File: src/quad_tangent_bitangent_assert.svh
// Assertion macros for the quad tangent/bitangent block.
`ifndef QUAD_TANGENT_BITANGENT_ASSERT_SVH
`define QUAD_TANGENT_BITANGENT_ASSERT_SVH
`ifndef ASSERT_OFF
`define QTB_ASSERT(lbl, prop) \
    lbl: assert property (@(posedge i_clk) disable iff (!i_rst_n) prop) \
        else $error("qtb assertion failed");
`define QTB_ASSERT_RST(lbl, prop) \
    lbl: assert property (@(posedge i_clk) prop) \
        else $error("qtb reset check failed");
`else
`define QTB_ASSERT(lbl, prop)
`define QTB_ASSERT_RST(lbl, prop)
`endif
`endif

File: src/qtb_pkg.sv
// Types, constants and neighbor tables shared by the tangent frame block.
package qtb_pkg;

    localparam int unsigned VERTS = 4;

    localparam logic [1:0] LAST_SLOT = 2'd3;
    localparam logic [4:0] MUL_LAST  = 5'd13;
    localparam logic [4:0] SQ_LAST   = 5'd2;
    localparam logic [4:0] SQRT_LAST = 5'd31;
    localparam logic [4:0] DIV_LAST  = 5'd15;
    localparam logic [1:0] COMP_LAST = 2'd2;

    typedef enum logic [3:0] {
        S_IDLE, S_RD_K, S_RD_A, S_RD_B, S_EDGE, S_MUL,
        S_PREP, S_SQ, S_SQRT, S_DIV, S_EMIT
    } t_state;

    typedef enum logic [3:0] {
        OP_NONE, OP_WRITE, OP_RD_K, OP_RD_A, OP_RD_B, OP_EDGE, OP_MUL,
        OP_PREP, OP_SQ, OP_SQRT, OP_DIV, OP_EMIT
    } t_op;

    typedef struct packed {
        t_op        op;
        logic [1:0] addr;
        logic [4:0] cnt;
        logic [1:0] comp;
        logic       vsel;
        logic       last;
    } t_cmd;

    typedef struct packed {
        logic det_zero;
        logic vec_zero;
        logic out_free;
    } t_sts;

    function automatic logic [1:0] nbr_a(input logic [1:0] k);
        logic [1:0] r;
        unique case (k)
            2'd0:    r = 2'd1;
            2'd1:    r = 2'd2;
            2'd2:    r = 2'd1;
            default: r = 2'd1;
        endcase
        return r;
    endfunction

    function automatic logic [1:0] nbr_b(input logic [1:0] k);
        logic [1:0] r;
        unique case (k)
            2'd0:    r = 2'd2;
            2'd1:    r = 2'd3;
            2'd2:    r = 2'd3;
            default: r = 2'd2;
        endcase
        return r;
    endfunction

endpackage

File: src/qtb_ctrl.sv
// Sequencer for vertex intake and per-vertex frame computation.
module qtb_ctrl (
    input  logic          i_clk,
    input  logic          i_rst_n,
    input  logic          i_in_valid,
    output logic          o_in_ready,
    input  qtb_pkg::t_sts i_sts,
    output qtb_pkg::t_cmd o_cmd
);

    qtb_pkg::t_state r_state, n_state;
    logic [1:0] r_slot, n_slot;
    logic [1:0] r_k, n_k;
    logic [4:0] r_cnt, n_cnt;
    logic [1:0] r_comp, n_comp;
    logic       r_vsel, n_vsel;

    always_ff @(posedge i_clk) begin
        if (!i_rst_n) begin
            r_state <= qtb_pkg::S_IDLE;
            r_slot  <= '0;
            r_k     <= '0;
            r_cnt   <= '0;
            r_comp  <= '0;
            r_vsel  <= 1'b0;
        end else begin
            r_state <= n_state;
            r_slot  <= n_slot;
            r_k     <= n_k;
            r_cnt   <= n_cnt;
            r_comp  <= n_comp;
            r_vsel  <= n_vsel;
        end
    end

    always_comb begin
        n_state = r_state;
        n_slot  = r_slot;
        n_k     = r_k;
        n_cnt   = r_cnt;
        n_comp  = r_comp;
        n_vsel  = r_vsel;
        unique case (r_state)
            qtb_pkg::S_IDLE: begin
                if (i_in_valid) begin
                    n_slot = r_slot + 2'd1;
                    if (r_slot == qtb_pkg::LAST_SLOT) begin
                        n_state = qtb_pkg::S_RD_K;
                        n_k     = '0;
                    end
                end
            end
            qtb_pkg::S_RD_K: n_state = qtb_pkg::S_RD_A;
            qtb_pkg::S_RD_A: n_state = qtb_pkg::S_RD_B;
            qtb_pkg::S_RD_B: n_state = qtb_pkg::S_EDGE;
            qtb_pkg::S_EDGE: begin
                n_state = qtb_pkg::S_MUL;
                n_cnt   = '0;
            end
            qtb_pkg::S_MUL: begin
                if (r_cnt == qtb_pkg::MUL_LAST) begin
                    n_state = qtb_pkg::S_PREP;
                    n_vsel  = 1'b0;
                end else begin
                    n_cnt = r_cnt + 5'd1;
                end
            end
            qtb_pkg::S_PREP: begin
                n_cnt = '0;
                if (i_sts.det_zero || i_sts.vec_zero) n_state = qtb_pkg::S_EMIT;
                else n_state = qtb_pkg::S_SQ;
            end
            qtb_pkg::S_SQ: begin
                if (r_cnt == qtb_pkg::SQ_LAST) begin
                    n_state = qtb_pkg::S_SQRT;
                    n_cnt   = '0;
                end else begin
                    n_cnt = r_cnt + 5'd1;
                end
            end
            qtb_pkg::S_SQRT: begin
                if (r_cnt == qtb_pkg::SQRT_LAST) begin
                    n_state = qtb_pkg::S_DIV;
                    n_cnt   = '0;
                    n_comp  = '0;
                end else begin
                    n_cnt = r_cnt + 5'd1;
                end
            end
            qtb_pkg::S_DIV: begin
                if (r_cnt == qtb_pkg::DIV_LAST) begin
                    n_cnt = '0;
                    if (r_comp == qtb_pkg::COMP_LAST) begin
                        if (!r_vsel) begin
                            n_state = qtb_pkg::S_PREP;
                            n_vsel  = 1'b1;
                        end else begin
                            n_state = qtb_pkg::S_EMIT;
                        end
                    end else begin
                        n_comp = r_comp + 2'd1;
                    end
                end else begin
                    n_cnt = r_cnt + 5'd1;
                end
            end
            qtb_pkg::S_EMIT: begin
                if (i_sts.out_free) begin
                    if (r_k == qtb_pkg::LAST_SLOT) begin
                        n_state = qtb_pkg::S_IDLE;
                    end else begin
                        n_k     = r_k + 2'd1;
                        n_state = qtb_pkg::S_RD_K;
                    end
                end
            end
            default: n_state = qtb_pkg::S_IDLE;
        endcase
    end

    always_comb begin
        o_in_ready = 1'b0;
        o_cmd.op   = qtb_pkg::OP_NONE;
        o_cmd.addr = r_k;
        o_cmd.cnt  = r_cnt;
        o_cmd.comp = r_comp;
        o_cmd.vsel = r_vsel;
        o_cmd.last = (r_k == qtb_pkg::LAST_SLOT);
        unique case (r_state)
            qtb_pkg::S_IDLE: begin
                o_in_ready = 1'b1;
                o_cmd.addr = r_slot;
                if (i_in_valid) o_cmd.op = qtb_pkg::OP_WRITE;
            end
            qtb_pkg::S_RD_K: o_cmd.op = qtb_pkg::OP_RD_K;
            qtb_pkg::S_RD_A: begin
                o_cmd.op   = qtb_pkg::OP_RD_A;
                o_cmd.addr = qtb_pkg::nbr_a(r_k);
            end
            qtb_pkg::S_RD_B: begin
                o_cmd.op   = qtb_pkg::OP_RD_B;
                o_cmd.addr = qtb_pkg::nbr_b(r_k);
            end
            qtb_pkg::S_EDGE: o_cmd.op = qtb_pkg::OP_EDGE;
            qtb_pkg::S_MUL:  o_cmd.op = qtb_pkg::OP_MUL;
            qtb_pkg::S_PREP: o_cmd.op = qtb_pkg::OP_PREP;
            qtb_pkg::S_SQ:   o_cmd.op = qtb_pkg::OP_SQ;
            qtb_pkg::S_SQRT: o_cmd.op = qtb_pkg::OP_SQRT;
            qtb_pkg::S_DIV:  o_cmd.op = qtb_pkg::OP_DIV;
            qtb_pkg::S_EMIT: o_cmd.op = qtb_pkg::OP_EMIT;
            default:         o_cmd.op = qtb_pkg::OP_NONE;
        endcase
    end

endmodule

File: config.mk
export PLATFORM = sky130hd
export DESIGN_NAME = qtb_ctrl
export DESIGN_NICKNAME = d
export VERILOG_FILES = /design/src/quad_tangent_bitangent_assert.svh /design/src/qtb_pkg.sv /design/src/qtb_ctrl.sv
export SDC_FILE = /design/constraint.sdc
export NUM_CORES = 1
export LEC_CHECK = 0
export BUFFER_PORTS_ARGS = -buffer_cell sky130_fd_sc_hd__buf_4
export CORE_ASPECT_RATIO = 1.5
export CORE_MARGIN = 4
export CORE_UTILIZATION = 40
export CTS_CLUSTER_DIAMETER = 50
export DETAILED_ROUTE_END_ITERATION = 7
export GPL_TIMING_DRIVEN = 0
export SLEW_MARGIN = 10
export SYNTH_ARGS = -nofsm -noshare
export SYNTH_HDL_FRONTEND = slang
export SYNTH_SLANG_ARGS = --single-unit
File: constraint.sdc
create_clock -name i_clk -period 1.99 [get_ports i_clk]
set_input_delay 0.199 -clock i_clk [delete_from_list [all_inputs] [get_ports i_clk]]
set_output_delay 0.199 -clock i_clk [all_outputs]
set_load 0.1 [all_outputs]
After elaboration in Yosys (flattened, before gate mapping)
Cells that the tools add are included.

word-level totals
  bits in registers = 16
  output and inout port bits = 16
  logic and storage cells = 90

cells by class
  add/sub/neg operators = 4
  equality and inequality tests = 30
  muxes and demuxes = 36
  reductions and logical operators = 14

operator list
  operator                                                          count
  4-bit one-hot mux with 11 select lines                            2
  4-bit 2-to-1 mux                                                  10
  5-bit one-hot mux with 5 select lines                             1
  2-bit inequality test (second input constant)                     11
  5-bit 2-to-1 mux                                                  4
  4-bit by 3-bit == test with 1-bit output (second input constant)  4
  2-bit 2-to-1 mux                                                  8
  4-bit == test (second input constant)                             3
  5-bit by 4-bit == test with 1-bit output (second input constant)  2
  2-bit == test (second input constant)                             4
  4-bit by 2-bit == test with 1-bit output (second input constant)  2
  2-bit one-hot mux with 2 select lines                             2
  4-bit AND reduction                                               2
  8-bit AND reduction                                               1
  1-bit 2-to-1 mux                                                  7
  2-bit by 1-bit adder with 2-bit output (second input constant)    3
  2-bit one-hot mux with 3 select lines                             1
  2-bit nonzero test                                                3
  5-bit by 1-bit adder with 5-bit output (second input constant)    1
  5-bit by 2-bit == test with 1-bit output (second input constant)  1
  5-bit == test (second input constant)                             1
  5-bit AND reduction                                               1
  5-bit nonzero test                                                1
  4-bit by 1-bit == test with 1-bit output (second input constant)  1
  other kinds (6)                                                   8

Longest topological paths before layout
  depth in word-level cells = 4
  depth in mapped cells = 9
  gate-level depth less buffers = 9

Worst setup path after synthesis
Ideal clock, no wire load.

  path kind = register -> output
  start point = register r_state[1]
  end point = output port o_cmd[11] (netlist bit)
  arrival = 3.146 ns
  setup slack = -1.355 ns
  cell stages (with the launch flop) = 5
  cell sequence = dfxtp_1 > buf_4 > clkbuf_1 > nor4_1 > a211oi_1

RTL lines
  element                 RTL line        text
  start, declared         qtb_ctrl.sv:11  qtb_pkg::t_state r_state, n_state;
  start signal, assigned  qtb_ctrl.sv:20  r_state <= qtb_pkg::S_IDLE;
  start signal, assigned  qtb_ctrl.sv:27  r_state <= n_state;
  end, declared           qtb_ctrl.sv:8   output qtb_pkg::t_cmd o_cmd

Worst setup path after layout
  start point = register r_cnt[0]
  end point = register r_state[1]

between the ends
  word-level cells in the longest chain between the ends = 3
  elaborated cells on any way between the ends = 9
  classes of those cells = 8 x eq/ne; 1 x reduce/logical

RTL lines
  element                                                                 RTL line        text
  start, declared                                                         qtb_ctrl.sv:14  logic [4:0] r_cnt, n_cnt;
  start signal, assigned                                                  qtb_ctrl.sv:30  r_cnt <= n_cnt;
  5-bit by 4-bit == test with 1-bit output, or another cell as far along  qtb_ctrl.sv:91  if (r_cnt == qtb_pkg::DIV_LAST) begin
  2-bit inequality test (no line)                                         --
  8-bit AND reduction (no line) *                                         --

Mark *: on every way between the ends. The rest lies on a longest branch, timed or not.
A chain may end at the register's enable or synchronous reset.

==> summary.md <==
| Metric | Value |
|---|---|
| Synth Instances | `155` |
| GP Congestion | `0.776` |
| Stages on worst setup path | `9` |
| First drt pass iteration count | `4` |
| Reg2Reg Depth | `9` |
| Num CTS Buffers | `3` |
| Synth top area share | `25.1%` |
| Clk buf depth | `2` |
| Yosys reg bits | `16` |
| Slowest CP cell | `dfxtp_4` |
| First-pass GRT wire length | `5.54 mm` |
| Met3 usage | `2.52%` |
| Ys Warns | `0` |
| LEAKAGE | `0.634 nW` |
| Max Freq | `526 MHz` |
| Register clock-pin slew on the reported worst setup and hold paths | `0.06 ns` |
| Critical Path AT | `2.08 ns` |
| Post-route DRC | `0` |
| Setup Crit Path Kind | `reg2reg` |
| Cts hold-fix bufs | `0` |
| Hold Path Depth | `3` |
| Hold crit path type | `in2reg` |
| Mean post-synth cell area | `8.24 sq um` |
| Register area share after synthesis | `25.1%` |
| Power Density | `762 mW/mm^2` |
| Crit-path cells | `ha_4 > nand3_2 > inv_2 > ha_2 > mux2_4 > o32ai_4 > a2111oi_4 > buf_4 > mux2i_1` |
| Register area | `332 sq um` |
| Predominant post-synthesis flop cell | `dfxtp_1` |
| Worst slew pin tran | `0.436 ns` |
| Status | `finished, final reports clean` |
| Multi-input logic area | `945 sq um` |
| Core ar. | `0.00300 sq mm` |
| Post-DP HPWL | `2.49 mm` |
| Total Power | `1.25 mW` |
| Drt wl/cell | `14.8 um` |
| Slew HR | `70.9%` |
| Syn_nets | `171` |
| Top-Level Pins | `22` |
| Largest net degree at the start of global routing | `20` |
| Top-count cell post-synth | `dfxtp_1` |
| Port bufs | `21` |
| Vias | `1182` |
| Synth-to-Final Area Change | `28.6%` |
| Top delay family on crit path | `compound AO/OA/AOI/OAI gates` |
| Syn Std Cell Area | `0.00128 sq mm` |
| Final instance area | `0.00164 sq mm` |
| CTS sink count | `16` |
| Crit-path max FO | `6` |
| Final nets | `196` |
| Grt ovf | `0` |
| Remaining antenna violation count | `0` |
| Setup TNS | `0 ns` |
| DR vias/cell | `5.42` |
| Rows | `24` |
| CP required | `2.17 ns` |
| Max rail drop VDD | `0.000438 V` |
| Met1 Resource Use GR | `22.6%` |
| Initial antenna violation count | `0` |
| Final wirelength | `3.23 mm` |
| GR peak layer | `met2` |
| Pins Over Slew Limit | `0` |
| Total GRT Usage | `17.4%` |
| Die X | `54.1 um` |
| Chip height | `77.2 um` |
| Final period utilization | `95.5%` |
| Synth area leaders | `dfxtp_1 25%, ha_1 9.8%, mux2i_1 4.7%, nand2_1 4.4%, a21oi_1 3.5%` |
| Clock Skew | `0.00121 ns` |
| FILL cells | `299` |
| TritonCTS clock tree | `done` |
| N_diodes | `0` |
| Placed Area | `0.00152 sq mm` |
| Largest stage delay, worst path | `0.38 ns` |
| H-tree depth | `1` |
| Tmin final | `1.90 ns` |
| Worst hold slack | `0.250 ns` |
| Starting density of the core | `42.5%` |
| Layout cells sized above 1 | `33.0%` |
| Crit end category | `flip-flop` |
| Final hold vios | `0` |
| Worst skew pair latency | `0.25 ns` |
| Vias in the first global route | `1199` |
| Global Route met2 Usage | `27.8%` |
| Die Footprint | `0.00418 sq mm` |
| Number of synthesized flops with an enable pin | `0` |
| Root Buffer | `clkbuf_8` |
| Crit start category | `flip-flop` |
| FFs w/ async S/R, synth | `0%` |
| Cell taking the most area after synthesis | `dfxtp_1` |
| CP Buf/Inv Count | `2` |
| DRT iter0 DRCs | `43` |
| Unique masters post-synth | `45` |
| Max-Cap Viols | `0` |
| Commonest cells in the netlist | `16 x dfxtp_1, 15 x nand2_1, 12 x nor2_1` |
| Final setup violation count | `0` |
[worst min-delay path: stages]
cell,delay (ns)
buf_4,0.13
nand3_1,0.07
a21boi_1,0.06
[routing by layer]
metal | wire length [um] | part of all wire (%) | vias up
met2 | 1630 | 50 | 27
met4 | 61 | 1.9 | 0
li1 | - | - | 598
met5 | 0 | 0 | -
met3 | 112 | 3.5 | 7
met1 | 1430 | 44 | 550
[power breakdown]
part / total (mW) / switching (mW) / internal, mW / leakage, nW
registers: 0.357 / 0.0223 / 0.335 / 0.132
logic: 0.604 / 0.415 / 0.188 / 0.473
clock network: 0.290 / 0.115 / 0.176 / 0.0288
total: 1.25 / 0.552 / 0.699 / 0.634
[registers in the layout (all words and copies together), names as in the netlist]
name and count:
r_state 4, r_comp 2, r_slot 2, r_cnt 5, r_k 2, r_vsel 1
[placed cells by master (no fill, tap or decap), types with 3 or more instances in the layout]
cell type and n:
dfxtp_1 11, o21a_1 3, clkbuf_8 4, a21oi_1 6
buf_4 25, nor2b_1 5, xnor2_1 5, nand2_1 15
nor3_1 4, mux2i_1 6, buf_6 3, nand3_1 7
o21ai_0 7, a21boi_0 3, dfxtp_2 3, nor2_1 11
ha_1 8, inv_1 7
[what timing repair did]
| action | CTS | global route |
|---|---|---|
| resized for setup | 1 | 14 |
| gates cloned | 0 | 0 |
| buffers inserted | 0 | 2 |
| hold endpoints to repair | 0 | 0 |
| pin swaps | 1 | 1 |
| endpoints found under the setup margin | 7 | 10 |
[path summary, 6_finish.rpt]
path,startpoint,end,slack [ns]
worst min-delay path,i_in_valid,r_slot[1]$_SDFFE_PN0P_,0.25
worst min register to register,r_slot[1]$_SDFFE_PN0P_,r_slot[1]$_SDFFE_PN0P_,0.50
worst max register to register,r_cnt[0]$_SDFFE_PN0P_,r_state[1]$_SDFFE_PN0P_,0.09
worst max-delay path,r_cnt[0]$_SDFFE_PN0P_,r_state[1]$_SDFFE_PN0P_,0.09
[cell type report]
cell class	count	area share, %
multi-input combinational	121	57.5
sequential	16	20.2
timing repair buffer	23	10.7
buffer	7	3.43
clock buffer	4	3.35
tap	39	2.97
inverter	8	1.83
[cells by family (layout without fill, tap and decap cells)]
logic type	Yosys count	count (layout)	share of synthesized area, %
xor gates and xnor gates	6	6	4.11
adders and majority gates	10	10	9.79
AOI/OAI and AO/OA	38	38	21.4
buffers and inverters	18	42	7.05
DFF	16	16	25.1
and+or+nand+nor	60	60	26.9
muxes	7	7	5.58
[per-stage QoR]
| stage | setup slack (ns) | cells | utilization, % |
|---|---|---|---|
| CTS | 0.00266 | 217 | 52.4 |
| detailed placement | -0.0279 | 215 | 50.7 |
| floorplan | -0.474 | 155 | - |
| finish | 0.0887 | 218 | 54.7 |
| global route | -0.0105 | 218 | 54.7 |
| global placement | -0.0118 | 215 | 50.7 |
Power figures use the tool's default switching activity.
